==> config.mk <==
export PLATFORM = sky130hd
export DESIGN_NAME = bca_ctrl
export DESIGN_NICKNAME = d
export VERILOG_FILES = /design/src/rtl/bca_pkg.sv /design/src/rtl/bca_ctrl.sv
export SDC_FILE = /design/constraint.sdc
export NUM_CORES = 1
export LEC_CHECK = 0
export ABC_CLOCK_PERIOD_IN_PS = 20900
export BUFFER_PORTS_ARGS = -buffer_cell sky130_fd_sc_hd__buf_2
export CELL_PAD_IN_SITES_DETAIL_PLACEMENT = 0
export CELL_PAD_IN_SITES_GLOBAL_PLACEMENT = 1
export CORE_MARGIN = 4
export CORE_UTILIZATION = 50
export CTS_CLUSTER_DIAMETER = 80
export CTS_CLUSTER_SIZE = 25
export DETAILED_ROUTE_END_ITERATION = 10
export PLACE_DENSITY = 0.95
export REMOVE_ABC_BUFFERS = 1
export SYNTH_ARGS = -nofsm -noshare
export SYNTH_HDL_FRONTEND = slang
export SYNTH_SLANG_ARGS = --single-unit
==> constraint.sdc <==
create_clock -name aclk -period 20.9 [get_ports aclk]
set_input_delay 4.18 -clock aclk [delete_from_list [all_inputs] [get_ports aclk]]
set_output_delay 4.18 -clock aclk [all_outputs]
set_load 0.03 [all_outputs]
==> src/rtl/bca_pkg.sv <==
// Shared constants, word types and small encoder functions for the buddy chunk allocator.
// No dependencies; every other file in rtl/ imports this package.
package bca_pkg;

    localparam int POOL_BITS = 20;
    localparam int MIN_CLASS = 6;
    localparam int MAX_CLASS = 20;

    localparam int SLOT_W  = POOL_BITS - MIN_CLASS;
    localparam int SLOTS   = 1 << SLOT_W;
    localparam int LINK_W  = SLOT_W + 1;
    localparam int NCLASS  = MAX_CLASS - MIN_CLASS + 1;
    localparam int CIDX_W  = $clog2(NCLASS);
    localparam int CLS_W   = 5;
    localparam int ACT_W   = 2;
    localparam int SIZE_W  = 21;
    localparam int OFS_W   = 20;
    localparam int ST_W    = 2;
    localparam int POOL_W  = 15;
    localparam int START_W = 14;
    localparam int SUM_W   = SIZE_W + 1;
    localparam int HDR_BYTES = 8;

    localparam int CFG_IDX_W  = 2;
    localparam int CFG_DATA_W = POOL_W;

    localparam logic [LINK_W-1:0] LINK_END = LINK_W'(SLOTS);

    localparam logic [ACT_W-1:0] ACT_ALLOC   = 2'd0;
    localparam logic [ACT_W-1:0] ACT_RELEASE = 2'd1;
    localparam logic [ACT_W-1:0] ACT_REINIT  = 2'd2;

    localparam logic [ST_W-1:0] ST_OK          = 2'd0;
    localparam logic [ST_W-1:0] ST_NO_FREE     = 2'd1;
    localparam logic [ST_W-1:0] ST_TOO_LARGE   = 2'd2;
    localparam logic [ST_W-1:0] ST_BAD_RELEASE = 2'd3;

    localparam logic [CFG_IDX_W-1:0] REG_POOL_SLOTS = 2'd0;
    localparam logic [CFG_IDX_W-1:0] REG_START_SLOT = 2'd1;

    typedef struct packed {
        logic [ACT_W-1:0]  action;
        logic [SIZE_W-1:0] request_size;
        logic [OFS_W-1:0]  release_offset;
    } in_item_t;

    typedef struct packed {
        logic [ST_W-1:0]  status;
        logic [OFS_W-1:0] data_offset;
        logic [CLS_W-1:0] chunk_class;
    } out_item_t;

    typedef struct packed {
        logic [POOL_W-1:0]  pool_slots;
        logic [START_W-1:0] start_slot;
    } cfg_t;

    typedef struct packed {
        logic             active;
        logic [CLS_W-1:0] cls;
    } info_t;

    typedef struct packed {
        logic [LINK_W-1:0] nxt;
        logic [LINK_W-1:0] prv;
    } link_t;

    typedef struct packed {
        logic              en;
        logic [SLOT_W-1:0] addr;
    } mem_rd_t;

    typedef struct packed {
        logic              en;
        logic [SLOT_W-1:0] addr;
        info_t             data;
    } info_wr_t;

    typedef struct packed {
        logic              en_nxt;
        logic              en_prv;
        logic [SLOT_W-1:0] addr;
        link_t             data;
    } link_wr_t;

    // index of highest set bit plus one, zero for zero
    function automatic logic [CLS_W-1:0] bit_len(input logic [SUM_W-1:0] v);
        logic [CLS_W-1:0] r;
        r = '0;
        for (int i = 0; i < SUM_W; i++) begin
            if (v[i]) begin
                r = CLS_W'(i + 1);
            end
        end
        return r;
    endfunction

    function automatic logic [CLS_W-1:0] floor_log2(input logic [LINK_W-1:0] v);
        logic [CLS_W-1:0] r;
        r = '0;
        for (int i = 0; i < LINK_W; i++) begin
            if (v[i]) begin
                r = CLS_W'(i);
            end
        end
        return r;
    endfunction

    function automatic logic [CLS_W-1:0] trail_zeros(input logic [LINK_W-1:0] v);
        logic [CLS_W-1:0] r;
        r = '0;
        for (int i = LINK_W - 1; i >= 0; i--) begin
            if (v[i]) begin
                r = CLS_W'(i);
            end
        end
        return r;
    endfunction

endpackage

==> src/rtl/bca_ctrl.sv <==
// Sequencer for allocate, release and reinit: list heads, list/merge/split walks, result word.
// Depends on bca_pkg; drives bca_info_ram and bca_link_ram.
module bca_ctrl import bca_pkg::*; (
    input  logic      aclk,
    input  logic      aresetn,
    input  cfg_t      cfg,
    input  logic      s_valid,
    output logic      s_ready,
    input  in_item_t  s_data,
    output logic      m_valid,
    input  logic      m_ready,
    output out_item_t m_data,
    output mem_rd_t   info_rd,
    input  info_t     info_q,
    output info_wr_t  info_wr,
    output mem_rd_t   link_rd,
    input  link_t     link_q,
    output link_wr_t  link_wr
);

    typedef enum logic [4:0] {
        S_IDLE, S_DECODE,
        S_SPLIT_RD, S_SPLIT_INFO, S_SPLIT_INFO2, S_SPLIT_PUSH2, S_SPLIT_NEXT,
        S_TAKE_RD, S_TAKE_DONE,
        S_REL_CHK, S_MERGE_CK, S_MERGE_RD, S_MERGE_UP, S_REL_PUSH, S_REL_DONE,
        S_CLEAR, S_CARVE, S_CARVE_NEXT,
        S_RM_RD, S_RM_P, S_RM_N, S_PU_A, S_PU_B,
        S_FINISH
    } state_t;

    state_t            state_reg, state_next;
    state_t            ret_reg, ret_next;
    in_item_t          item_reg, item_next;
    logic [LINK_W-1:0] s_reg, s_next;
    logic [SLOT_W-1:0] up_reg, up_next;
    logic [CLS_W-1:0]  cls_reg, cls_next;
    logic [CLS_W-1:0]  j_reg, j_next;
    logic [SLOT_W-1:0] rm_slot_reg, rm_slot_next;
    logic [CIDX_W-1:0] rm_cls_reg, rm_cls_next;
    logic [LINK_W-1:0] p_reg, p_next;
    logic [LINK_W-1:0] n_reg, n_next;
    logic [SLOT_W-1:0] pu_slot_reg, pu_slot_next;
    logic [CIDX_W-1:0] pu_cls_reg, pu_cls_next;
    logic [LINK_W-1:0] h_reg, h_next;
    logic [LINK_W-1:0] head_reg [NCLASS];
    logic [LINK_W-1:0] head_next [NCLASS];
    logic [SLOT_W-1:0] clr_reg, clr_next;
    logic [LINK_W-1:0] size_reg, size_next;
    out_item_t         res_reg, res_next;
    logic              m_valid_reg, m_valid_next;
    out_item_t         m_data_reg, m_data_next;

    logic [LINK_W-1:0] lim;
    logic [SLOT_W-1:0] s14;
    logic [CIDX_W-1:0] hd_idx;
    logic [LINK_W-1:0] hd;
    logic [SUM_W-1:0]  sum_v;
    logic [CLS_W-1:0]  blen;
    logic [CLS_W-1:0]  req_cls;
    logic [CIDX_W-1:0] req_idx;
    logic              too_big;
    logic              found;
    logic [CIDX_W-1:0] k_idx;
    logic [CLS_W-1:0]  k_cls;
    logic [OFS_W-1:0]  rel_start;
    logic [SLOT_W-1:0] rel_slot;
    logic              rel_bad;
    logic [SLOT_W-1:0] m_size;
    logic [SLOT_W-1:0] buddy;
    logic              buddy_out;
    logic [SLOT_W-1:0] m_base;
    logic [SLOT_W-1:0] half;
    logic [SLOT_W:0]   up_sum;
    logic [SLOT_W-1:0] up_slot;
    logic [CLS_W-1:0]  c_tz;
    logic [CLS_W-1:0]  c_fl;
    logic [CLS_W-1:0]  c_off;

    assign lim = (cfg.pool_slots > POOL_W'(SLOTS)) ? LINK_W'(SLOTS) : LINK_W'(cfg.pool_slots);
    assign s14 = s_reg[SLOT_W-1:0];

    always_comb begin
        case (state_reg)
            S_SPLIT_RD: hd_idx = CIDX_W'(j_reg - CLS_W'(MIN_CLASS));
            S_TAKE_RD:  hd_idx = CIDX_W'(cls_reg - CLS_W'(MIN_CLASS));
            default:    hd_idx = pu_cls_reg;
        endcase
    end
    assign hd = head_reg[hd_idx];

    // allocate: size class and first non-empty list at or above it
    assign sum_v   = SUM_W'(item_reg.request_size) + SUM_W'(HDR_BYTES - 1);
    assign blen    = bit_len(sum_v);
    assign too_big = blen > CLS_W'(MAX_CLASS);
    assign req_cls = (blen < CLS_W'(MIN_CLASS)) ? CLS_W'(MIN_CLASS) : blen;
    assign req_idx = CIDX_W'(req_cls - CLS_W'(MIN_CLASS));

    always_comb begin
        found = 1'b0;
        k_idx = '0;
        for (int i = NCLASS - 1; i >= 0; i--) begin
            if (!head_reg[i][LINK_W-1] && CIDX_W'(i) >= req_idx) begin
                found = 1'b1;
                k_idx = CIDX_W'(i);
            end
        end
    end
    assign k_cls = CLS_W'(k_idx) + CLS_W'(MIN_CLASS);

    // release: offset checks
    assign rel_start = item_reg.release_offset - OFS_W'(HDR_BYTES);
    assign rel_slot  = rel_start[OFS_W-1:MIN_CLASS];
    assign rel_bad   = (item_reg.release_offset < OFS_W'(HDR_BYTES))
                     || (rel_start[MIN_CLASS-1:0] != '0)
                     || (LINK_W'(rel_slot) >= lim);

    // merge: buddy of current chunk
    assign m_size    = SLOT_W'(1) << (cls_reg - CLS_W'(MIN_CLASS));
    assign buddy     = s14 ^ m_size;
    assign buddy_out = (LINK_W'(buddy) >= lim) || (buddy < cfg.start_slot);
    assign m_base    = s14 & ~((m_size << 1) - SLOT_W'(1));

    // split: upper half
    assign half    = SLOT_W'(1) << (j_reg - CLS_W'(MIN_CLASS + 1));
    assign up_sum  = (SLOT_W + 1)'(s14) + (SLOT_W + 1)'(half);
    assign up_slot = up_sum[SLOT_W] ? s14 : up_sum[SLOT_W-1:0];

    // carve: largest aligned chunk that fits
    assign c_tz = trail_zeros(s_reg);
    assign c_fl = floor_log2(lim - s_reg);
    always_comb begin
        c_off = c_tz;
        if (c_fl < c_off) begin
            c_off = c_fl;
        end
        if (CLS_W'(MAX_CLASS - MIN_CLASS) < c_off) begin
            c_off = CLS_W'(MAX_CLASS - MIN_CLASS);
        end
    end

    always_comb begin
        state_next   = state_reg;
        ret_next     = ret_reg;
        item_next    = item_reg;
        s_next       = s_reg;
        up_next      = up_reg;
        cls_next     = cls_reg;
        j_next       = j_reg;
        rm_slot_next = rm_slot_reg;
        rm_cls_next  = rm_cls_reg;
        p_next       = p_reg;
        n_next       = n_reg;
        pu_slot_next = pu_slot_reg;
        pu_cls_next  = pu_cls_reg;
        h_next       = h_reg;
        head_next    = head_reg;
        clr_next     = clr_reg;
        size_next    = size_reg;
        res_next     = res_reg;
        m_valid_next = m_valid_reg;
        m_data_next  = m_data_reg;
        info_rd      = '0;
        info_wr      = '0;
        link_rd      = '0;
        link_wr      = '0;

        if (m_valid_reg && m_ready) begin
            m_valid_next = 1'b0;
        end

        case (state_reg)
            S_IDLE: begin
                if (s_valid) begin
                    item_next  = s_data;
                    state_next = S_DECODE;
                end
            end
            S_DECODE: begin
                res_next = '0;
                case (item_reg.action)
                    ACT_ALLOC: begin
                        if (too_big) begin
                            res_next.status = ST_TOO_LARGE;
                            state_next      = S_FINISH;
                        end else if (!found) begin
                            res_next.status = ST_NO_FREE;
                            state_next      = S_FINISH;
                        end else begin
                            cls_next   = req_cls;
                            j_next     = k_cls;
                            state_next = (k_cls > req_cls) ? S_SPLIT_RD : S_TAKE_RD;
                        end
                    end
                    ACT_RELEASE: begin
                        if (rel_bad) begin
                            res_next.status = ST_BAD_RELEASE;
                            state_next      = S_FINISH;
                        end else begin
                            info_rd.en   = 1'b1;
                            info_rd.addr = rel_slot;
                            s_next       = LINK_W'(rel_slot);
                            state_next   = S_REL_CHK;
                        end
                    end
                    ACT_REINIT: begin
                        clr_next = '0;
                        for (int i = 0; i < NCLASS; i++) begin
                            head_next[i] = LINK_END;
                        end
                        state_next = S_CLEAR;
                    end
                    default: begin
                        state_next = S_FINISH;
                    end
                endcase
            end
            S_SPLIT_RD: begin
                s_next       = hd;
                rm_slot_next = hd[SLOT_W-1:0];
                rm_cls_next  = CIDX_W'(j_reg - CLS_W'(MIN_CLASS));
                ret_next     = S_SPLIT_INFO;
                state_next   = S_RM_RD;
            end
            S_SPLIT_INFO: begin
                up_next          = up_slot;
                info_wr.en       = 1'b1;
                info_wr.addr     = s14;
                info_wr.data.cls = j_reg - CLS_W'(1);
                state_next       = S_SPLIT_INFO2;
            end
            S_SPLIT_INFO2: begin
                info_wr.en       = 1'b1;
                info_wr.addr     = up_reg;
                info_wr.data.cls = j_reg - CLS_W'(1);
                pu_slot_next     = s14;
                pu_cls_next      = CIDX_W'(j_reg - CLS_W'(MIN_CLASS + 1));
                ret_next         = S_SPLIT_PUSH2;
                state_next       = S_PU_A;
            end
            S_SPLIT_PUSH2: begin
                pu_slot_next = up_reg;
                ret_next     = S_SPLIT_NEXT;
                state_next   = S_PU_A;
            end
            S_SPLIT_NEXT: begin
                j_next     = j_reg - CLS_W'(1);
                state_next = (j_reg - CLS_W'(1) > cls_reg) ? S_SPLIT_RD : S_TAKE_RD;
            end
            S_TAKE_RD: begin
                s_next       = hd;
                rm_slot_next = hd[SLOT_W-1:0];
                rm_cls_next  = CIDX_W'(cls_reg - CLS_W'(MIN_CLASS));
                ret_next     = S_TAKE_DONE;
                state_next   = S_RM_RD;
            end
            S_TAKE_DONE: begin
                info_wr.en          = 1'b1;
                info_wr.addr        = s14;
                info_wr.data.active = 1'b1;
                info_wr.data.cls    = cls_reg;
                res_next.status      = ST_OK;
                res_next.data_offset = OFS_W'({s14, MIN_CLASS'(0)}) + OFS_W'(HDR_BYTES);
                res_next.chunk_class = cls_reg;
                state_next           = S_FINISH;
            end
            S_REL_CHK: begin
                if (!info_q.active || info_q.cls < CLS_W'(MIN_CLASS)
                        || info_q.cls > CLS_W'(MAX_CLASS)) begin
                    res_next.status = ST_BAD_RELEASE;
                    state_next      = S_FINISH;
                end else begin
                    info_wr.en       = 1'b1;
                    info_wr.addr     = s14;
                    info_wr.data.cls = info_q.cls;
                    cls_next         = info_q.cls;
                    state_next       = S_MERGE_CK;
                end
            end
            S_MERGE_CK: begin
                if (cls_reg == CLS_W'(MAX_CLASS) || buddy_out) begin
                    state_next = S_REL_PUSH;
                end else begin
                    info_rd.en   = 1'b1;
                    info_rd.addr = buddy;
                    up_next      = buddy;
                    state_next   = S_MERGE_RD;
                end
            end
            S_MERGE_RD: begin
                if (info_q.active || info_q.cls != cls_reg) begin
                    state_next = S_REL_PUSH;
                end else begin
                    rm_slot_next = up_reg;
                    rm_cls_next  = CIDX_W'(cls_reg - CLS_W'(MIN_CLASS));
                    ret_next     = S_MERGE_UP;
                    state_next   = S_RM_RD;
                end
            end
            S_MERGE_UP: begin
                cls_next         = cls_reg + CLS_W'(1);
                s_next           = LINK_W'(m_base);
                info_wr.en       = 1'b1;
                info_wr.addr     = m_base;
                info_wr.data.cls = cls_reg + CLS_W'(1);
                state_next       = S_MERGE_CK;
            end
            S_REL_PUSH: begin
                pu_slot_next = s14;
                pu_cls_next  = CIDX_W'(cls_reg - CLS_W'(MIN_CLASS));
                ret_next     = S_REL_DONE;
                state_next   = S_PU_A;
            end
            S_REL_DONE: begin
                res_next.status      = ST_OK;
                res_next.chunk_class = cls_reg;
                state_next           = S_FINISH;
            end
            S_CLEAR: begin
                info_wr.en   = 1'b1;
                info_wr.addr = clr_reg;
                clr_next     = clr_reg + SLOT_W'(1);
                if (clr_reg == SLOT_W'(SLOTS - 1)) begin
                    s_next     = (cfg.start_slot == '0) ? LINK_W'(1) : LINK_W'(cfg.start_slot);
                    state_next = S_CARVE;
                end
            end
            S_CARVE: begin
                if (s_reg >= lim) begin
                    state_next = S_FINISH;
                end else begin
                    info_wr.en       = 1'b1;
                    info_wr.addr     = s14;
                    info_wr.data.cls = c_off + CLS_W'(MIN_CLASS);
                    size_next        = LINK_W'(1) << c_off;
                    pu_slot_next     = s14;
                    pu_cls_next      = CIDX_W'(c_off);
                    ret_next         = S_CARVE_NEXT;
                    state_next       = S_PU_A;
                end
            end
            S_CARVE_NEXT: begin
                s_next     = s_reg + size_reg;
                state_next = S_CARVE;
            end
            S_RM_RD: begin
                link_rd.en   = 1'b1;
                link_rd.addr = rm_slot_reg;
                state_next   = S_RM_P;
            end
            S_RM_P: begin
                p_next = link_q.prv;
                n_next = link_q.nxt;
                if (!link_q.prv[LINK_W-1]) begin
                    link_wr.en_nxt   = 1'b1;
                    link_wr.addr     = link_q.prv[SLOT_W-1:0];
                    link_wr.data.nxt = link_q.nxt;
                end else begin
                    head_next[rm_cls_reg] = link_q.nxt;
                end
                state_next = S_RM_N;
            end
            S_RM_N: begin
                if (!n_reg[LINK_W-1]) begin
                    link_wr.en_prv   = 1'b1;
                    link_wr.addr     = n_reg[SLOT_W-1:0];
                    link_wr.data.prv = p_reg;
                end
                state_next = ret_reg;
            end
            S_PU_A: begin
                h_next                = hd;
                link_wr.en_nxt        = 1'b1;
                link_wr.en_prv        = 1'b1;
                link_wr.addr          = pu_slot_reg;
                link_wr.data.nxt      = hd;
                link_wr.data.prv      = LINK_END;
                head_next[pu_cls_reg] = LINK_W'(pu_slot_reg);
                state_next            = S_PU_B;
            end
            S_PU_B: begin
                if (!h_reg[LINK_W-1]) begin
                    link_wr.en_prv   = 1'b1;
                    link_wr.addr     = h_reg[SLOT_W-1:0];
                    link_wr.data.prv = LINK_W'(pu_slot_reg);
                end
                state_next = ret_reg;
            end
            S_FINISH: begin
                if (!m_valid_reg || m_ready) begin
                    m_valid_next = 1'b1;
                    m_data_next  = res_reg;
                    state_next   = S_IDLE;
                end
            end
            default: begin
                state_next = S_IDLE;
            end
        endcase
    end

    always_ff @(posedge aclk) begin
        if (!aresetn) begin
            state_reg   <= S_IDLE;
            ret_reg     <= S_IDLE;
            m_valid_reg <= 1'b0;
            for (int i = 0; i < NCLASS; i++) begin
                head_reg[i] <= LINK_END;
            end
        end else begin
            state_reg   <= state_next;
            ret_reg     <= ret_next;
            m_valid_reg <= m_valid_next;
            head_reg    <= head_next;
        end
        item_reg    <= item_next;
        s_reg       <= s_next;
        up_reg      <= up_next;
        cls_reg     <= cls_next;
        j_reg       <= j_next;
        rm_slot_reg <= rm_slot_next;
        rm_cls_reg  <= rm_cls_next;
        p_reg       <= p_next;
        n_reg       <= n_next;
        pu_slot_reg <= pu_slot_next;
        pu_cls_reg  <= pu_cls_next;
        h_reg       <= h_next;
        clr_reg     <= clr_next;
        size_reg    <= size_next;
        res_reg     <= res_next;
        m_data_reg  <= m_data_next;
    end

    assign s_ready = (state_reg == S_IDLE);
    assign m_valid = m_valid_reg;
    assign m_data  = m_data_reg;

endmodule
==> reports/metrics.cfg, run 1 <==
[sta]
slew_headroom = 0.190
worst_clock_skew_ns = 0.0615
worst_slew_pin_slew_ns = 1.21
layout_min_cycle_time_ns = 14.17
fmax_ghz = 0.0706
hold_violations = 0
report.final.slew_viol_count = 0
setup_tns_ns = 0
fin_crit_sh = 0.678
layout_setup_ws_ns = 6.73
rsz0062_at_grt = no
setup_viol = 0

[detailed_routing]
wl_met3_mm = 12.8
met1_length_mm = 42.9
ant_nets = 0
initialDrtViolationCount = 4194
route.detailed.drc = 0
dr.pass1.iters = 6
finalWirelength_mm = 111
viasPerCell = 6.68
routed-wl-met2_mm = 48.2
avgRoutedWirePerCell_um = 25.1
dr.max_layer_used = met5
vias = 29565

[clocking]
cts_made_buffers = 29
ctsResizeCount = 0
cts_sinks = 472
cts_tree = yes
cts_root_buf = clkbuf_16
postCtsSetupBuffers = 0
clkLatencyLatePin_ns = 0.66
htreeDepth = 1
clk_pin_slew_ns = 0.10
cts_buffer_depth = 3
hold_buffers = 0

[finish]
fin_nets = 3862
layout_common_cells = nand2_1 (442), nor2_1 (249), edfxtp_1 (236), dfxtp_1 (236), buf_2 (232)
fin_util = 0.551
syn2layout_area_growth_pct = 9.04
layout_commonest_cell = nand2_1
drive_gt1_frac = 0.127
largest_register_ffs = 225
fin_cells = 4423
diodes = 0

[grt]
gr-total-overflow = 0
grt_usage = 0.323
grt_first_pass_wirelength_mm = 164
antenna_found_initial = 2
grt_pass1_vias = 26963
grt_max_degree = 129

[yosys]
synthDistinctLibCells = 99
syn_area_per_cell_um2 = 8.56
ys.warnings.count = 0
synth_edf_count = 236
syn_inst = 3566
ys_seq_area_frac = 0.387
ys_seq_elements = 472
synth.cell_area_um2 = 30500
synthArstFlopShare = 0
synthFlopType = edfxtp_1

[floorplan]
rows = 90
die_width_um = 255
die-area_um2 = 65000
core-area_um2 = 60400
pin_count = 238
die_h_um = 255
initial_core_util = 0.505

[placement]
pre_cts_slack_ns = 6.90
hpwl_mm = 78.0
dp.cells = 4370
finalWeightedCongestion = 0.988
port-buffer-count = 232

[worst_setup_path]
start_kind = input pin
cpPeakStageDelay_ns = 0.42
r2r-end = state_reg[0]$_SDFFE_PN0P_
critPathArrivalTime_ns = 9.99
ff2ff_path_depth = 28
crit_slowest_cell = mux2_2
r2r_setup_slack_ns = 13.45
r2r-start = item_reg[20]$_DFFE_PP_
required_ns = 16.72
cp_max_fo = 12
worst_path_most_repeated_cell = ha_1
cp-end-kind = output pin
critPathKind = input pin to output pin

[power_and_ir_drop]
p_total_mw = 3.84
p_leak_nw = 12.5
ir_worst_vdd_mv = 0.100
p_per_area_nw_per_um2 = 115

[outcome]
status = completed

[worst_hold_path]
min_path_type = flop to flop
worst_hold_path.endpoint = m_data[24]$_DFFE_PP_
hold_start = res_reg[24]$_SDFFCE_PN0P_
min_path_cells = 0

[job]
cap_violations = 0

synth_stat cells, types with 70 or more instances:
| master | n | share of area |
|---|---|---|
| a22oi_1 | 225 | 0.055 |
| xnor2_1 | 70 | 0.020 |
| edfxtp_1 | 236 | 0.23 |
| clkbuf_1 | 222 | 0.027 |
| inv_1 | 129 | 0.016 |
| a21oi_1 | 237 | 0.039 |
| ha_1 | 128 | 0.052 |
| mux2i_1 | 76 | 0.025 |
| nor3_1 | 114 | 0.019 |
| nor2_1 | 250 | 0.031 |
| nand2_1 | 442 | 0.054 |
| nand3_1 | 72 | 0.012 |
| o21ai_0 | 228 | 0.037 |
| o22ai_1 | 129 | 0.026 |
| dfxtp_1 | 236 | 0.15 |
worst max-delay path by stage:
stage                     cells past startpoint                       from     endpoint
after floorplan                               8  state_reg[4]$_SDFFE_PN0P_  link_wr[16]
after global placement                       26                    cfg[15]   info_wr[3]
after detailed placement                     26                    cfg[15]   info_wr[3]
after CTS                                    26                    cfg[15]   info_wr[3]
after global routing                         26                    cfg[15]   info_wr[3]
final                                        26                    cfg[15]   info_wr[3]
per-layer routing:
| layer | up-vias | global-route usage |
|---|---|---|
| met3 | 328 | 0.0653 |
| met5 | - | 0 |
| met2 | 1869 | 0.497 |
| met1 | 14010 | 0.437 |
| met4 | 2 | 0.164 |
| li1 | 13356 | - |
critical path, delay by kind of cell:
| family | cells | cell delay, ns |
|---|---|---|
| compound gates | 11 | 2.67 |
| simple gates | 6 | 1.09 |
| fa+ha+maj | 3 | 0.92 |
| buf+inv | 4 | 0.60 |
| mux | 1 | 0.42 |
| xor+xnor | 1 | 0.13 |
cell type report:
class                      count  area, µm²
clock buffer                  36        772
clock inverter                17        209
sequential                   472      11800
multi-input combinational   2682      17300
inverter                     135        512
fill                        5630      27100
tap                          782        978
timing repair buffer         299       1660
power breakdown:
part / total, mW / leakage [nW] / internal, mW / switching [mW]
Clock: 0.653 / 0.483 / 0.295 / 0.359
Sequential: 1.32 / 4.07 / 1.15 / 0.173
Combinational: 1.86 / 7.95 / 0.586 / 1.28
Total: 3.84 / 12.5 / 2.03 / 1.81
stage by stage:
step | instance area, µm² | hold slack (ns)
after detailed placement | 32300 | 0.405
after floorplan | 29400 | 0.400
after CTS | 33300 | 0.405
final | 33300 | 0.395
after global routing | 33300 | 0.411
after global placement | 32300 | 0.403
cell families after synthesis:
| kind of cell | after synthesis | synth area share |
|---|---|---|
| multiplexers | 112 | 0.0438 |
| AND/OR/NAND/NOR | 1154 | 0.178 |
| XOR/XNOR | 106 | 0.0304 |
| other | 1 | 0.000123 |
| AO/OA/AOI/OAI | 1174 | 0.254 |
| buffers and inverters | 416 | 0.0524 |
| flip-flops | 472 | 0.387 |
| adder cells (fa/ha/maj) | 131 | 0.0545 |
No activity file was read; power rests on OpenSTA's default activity.
==> run 2: changes to the inputs <==
ABC_AREA = 1   (was not set)
ABC_CLOCK_PERIOD_IN_PS = 12500   (was 20900)
CORE_UTILIZATION = 41   (was 50)
PLACE_DENSITY = 0.86   (was 0.95)
clock period = 12.5 ns   (was 20.9 ns; I/O delays follow)
==> run 2 against run 1 <==
Net effect:
- synthesized area is 2.6% lower
- sequential share of layout area is 0.27 points higher
- via count is 2.2% higher
- clock skew is 0.012 ns lower
- die area is 18% higher
- core utilization is 9.1 points lower
- hold slack better by 0.021 ns
- first-iteration DRC count is 5.2% lower
- register-to-register slack worse by 6.7 ns
- largest cell class unchanged
==> reports/metrics.cfg, run 2 <==
[outcome]
status = completed

[sta]
worst_clock_skew_ns = 0.0493  ; -0.0122 ns
hold_violations = 0  ; unchanged
slew_headroom = 0.138  ; -0.0519
fin_crit_sh = 0.811
fmax_ghz = 0.0987
layout_min_cycle_time_ns = 10.13
worst_slew_pin_slew_ns = 1.29  ; +0.0731 ns
report.final.slew_viol_count = 0  ; unchanged
rsz0062_at_grt = no
setup_tns_ns = 0  ; unchanged
setup_viol = 0  ; unchanged

[yosys]
syn_area_per_cell_um2 = 7.60  ; -11%
synthArstFlopShare = 0  ; unchanged
synth.cell_area_um2 = 29700  ; -2.6%
synth_edf_count = 236  ; unchanged
synth_top_area_share = 0.238  ; +0.00615
synthDistinctLibCells = 71  ; -28%
synth.area.top_cells = edfxtp_1 (24%), dfxtp_1 (16%), nand2_1 (8.0%)
synthFlopType = edfxtp_1
ys_seq_elements = 472  ; unchanged
yosysTopAreaCell = edfxtp_1
ys.warnings.count = 0  ; unchanged
syn_inst = 3912  ; +9.7%
ys_seq_area_frac = 0.397  ; +0.0103
yosysMostFrequentCell = nand2_1
synthTopCellsByCount = nand2_1 (637), nor2_1 (443), inv_1 (403)

[worst_setup_path]
critPathKind = input pin to output pin
cpPeakStageDelay_ns = 0.31  ; -0.11 ns
required_ns = 10.00  ; -6.72 ns
crit_slowest_cell = ha_1
cp_max_fo = 10  ; -2
cp-end-kind = output pin
crit_start = cfg[23]
start_kind = input pin
worst_path_most_repeated_cell = nand2_1
critPathArrivalTime_ns = 7.63  ; -2.36 ns
r2r-start = item_reg[20]$_DFFE_PP_

[power_and_ir_drop]
switching_power_mw = 3.05  ; +69%
p_seq_frac = 0.332  ; -0.013
p_sw_frac = 0.485  ; +0.0144
p_total_mw = 6.29  ; +64%
p_per_area_nw_per_um2 = 190  ; +65%
combinationalPowerShare = 0.484  ; about the same
p_int_mw = 3.24  ; +59%
power_frac_clock = 0.184  ; +0.014
p_leak_nw = 13.4  ; +6.8%
ir_worst_vdd_mv = 0.146  ; +46%

[worst_hold_path]
hold_start = res_reg[25]$_DFFE_PP_
min_path_type = flop to flop

[placement]
port-buffer-count = 232  ; unchanged
finalWeightedCongestion = 1.05  ; +6.2%
hpwl_mm = 84.4  ; +8.2%

[detailed_routing]
dr.pass1.iters = 6  ; unchanged
finalWirelength_mm = 116  ; +5.0%
initialDrtViolationCount = 3974  ; -5.2%
vias = 30209  ; +2.2%
viasPerCell = 6.02  ; -10%
route.detailed.drc = 0  ; unchanged
ant_nets = 0  ; unchanged
avgRoutedWirePerCell_um = 23.2  ; -7.5%

[clocking]
cts_buffer_depth = 3  ; unchanged
clk_pin_slew_ns = 0.09  ; about the same
cts_sinks = 472  ; unchanged
hold_buffers = 0  ; unchanged
cts_tree = yes
htreeDepth = 1  ; unchanged
cts_root_buf = clkbuf_16
cts_made_buffers = 30  ; +3.4%
clkLatencyLatePin_ns = 0.66  ; about the same
postCtsSetupBuffers = 0  ; unchanged
ctsResizeCount = 0  ; unchanged

[floorplan]
die-area_um2 = 76900  ; +18%
pin_count = 238  ; unchanged
die_h_um = 277  ; +8.7%
initial_core_util = 0.414  ; -0.0911
core-area_um2 = 71700  ; +19%
die_width_um = 277  ; +8.7%
rows = 98  ; +8.9%

[grt]
grtUsageMet2 = 0.435  ; -0.0621
grt.busiest_layer = met2
grt_pass1_vias = 27368  ; +1.5%
antenna_found_initial = 5  ; +3
grt_first_pass_wirelength_mm = 173  ; +5.7%
met1_usage = 0.410  ; -0.0270
grt_usage = 0.287  ; -0.0368
gr-total-overflow = 0  ; unchanged
met3_usage = 0.0596  ; -0.00575
grt_max_degree = 118  ; -8.5%

[job]
cap_violations = 0  ; unchanged

[finish]
layout_commonest_cell = nand2_1
fin_nets = 4289  ; +11%
largest_register_ffs = 225  ; unchanged
syn2layout_area_growth_pct = 11.1
drive_gt1_frac = 0.117  ; -0.00939
fill_cells = 7356  ; +31%
layout_common_cells = nand2_1 (636), nor2_1 (437), inv_1 (401), a21oi_1 (352), o22ai_1 (244)

==> run 2: cell types whose count changed in the layout (fill, tap and decap cells not counted), sizes merged, moves of 40 or more <==
cell	change
a211oi	-40
a21oi	+125
a22oi	-130
and2	-60
inv	+292
mux2i	-76
nand2	+224
nand3	+77
nor2	+214
o22ai	+114
xnor2	-49
==> run 2: worst paths after layout <==
kind | depth (start not counted) | endpoint | slack (ns)
min reg2reg | 0 | m_data[25]$_DFFE_PP_ | 0.42
max | 39 | info_wr[3] | 2.37
max reg2reg | 40 | state_reg[0]$_SDFFE_PN0P_ | 6.77
min | 0 | m_data[25]$_DFFE_PP_ | 0.42
==> run 2: logic make-up after synthesis <==
family,after synthesis,share of synthesized area
AOI/OAI and AO/OA,1114,0.225
xor gates and xnor gates,77,0.0234
adders and majority gates,131,0.0559
buffers and inverters,646,0.0828
DFF,472,0.397
other,1,0.000126
and+or+nand+nor,1471,0.215
==> run 2: metal layers <==
| layer | share of wire | vias up |
|---|---|---|
| li1 | - | 13908 |
| met1 | 0.42 | 14326 |
| met2 | 0.43 | 1713 |
| met3 | 0.11 | 258 |
| met4 | 0.037 | 4 |
| met5 | 0.00023 | - |
==> run 2: area by class of cell <==
cell class | instances | area [µm²] | area share
timing repair buffer | 311 | 1750 | 0.0531
tap | 950 | 1190 | 0.0360
inverter | 433 | 1640 | 0.0497
clock buffer | 36 | 783 | 0.0237
antenna | 2 | 5.00 | 0.000152
sequential | 472 | 11800 | 0.358
multi-input combinational | 2798 | 15500 | 0.471
clock inverter | 19 | 293 | 0.00887
==> run 2: per-stage QoR <==
stage	area [µm²]	std cells	setup WS, ns	hold WS (ns)	util
5_1_grt	33000	5020	1.74	0.426	0.460
6_report	33000	5021	2.37	0.416	0.460
2_1_floorplan	28900	3703	0.576	0.400	-
3_5_place_dp	31900	4964	2.47	0.405	0.445
3_3_place_gp	31900	4964	2.43	0.400	0.445
4_1_cts	33000	5019	2.42	0.422	0.460
==> run 2: critical path: cells and delay by family <==
| family | cells | cell delay [ns] |
|---|---|---|
| buf+inv | 6 | 0.70 |
| compound gates | 8 | 1.29 |
| xor+xnor | 2 | 0.31 |
| fa+ha+maj | 3 | 0.81 |
| simple gates | 20 | 1.99 |
==> run 2: power by group through the flow <==
stage | Combinational [mW] | Clock [mW] | Sequential, mW
finish | 3.04 | 1.16 | 2.09
global route | 3.28 | 1.22 | 2.10
CTS | 2.96 | 1.17 | 2.08
detailed placement | 2.95 | 0 | 2.11
global placement | 2.94 | 0 | 2.11
floorplan | 1.83 | 0 | 2.05
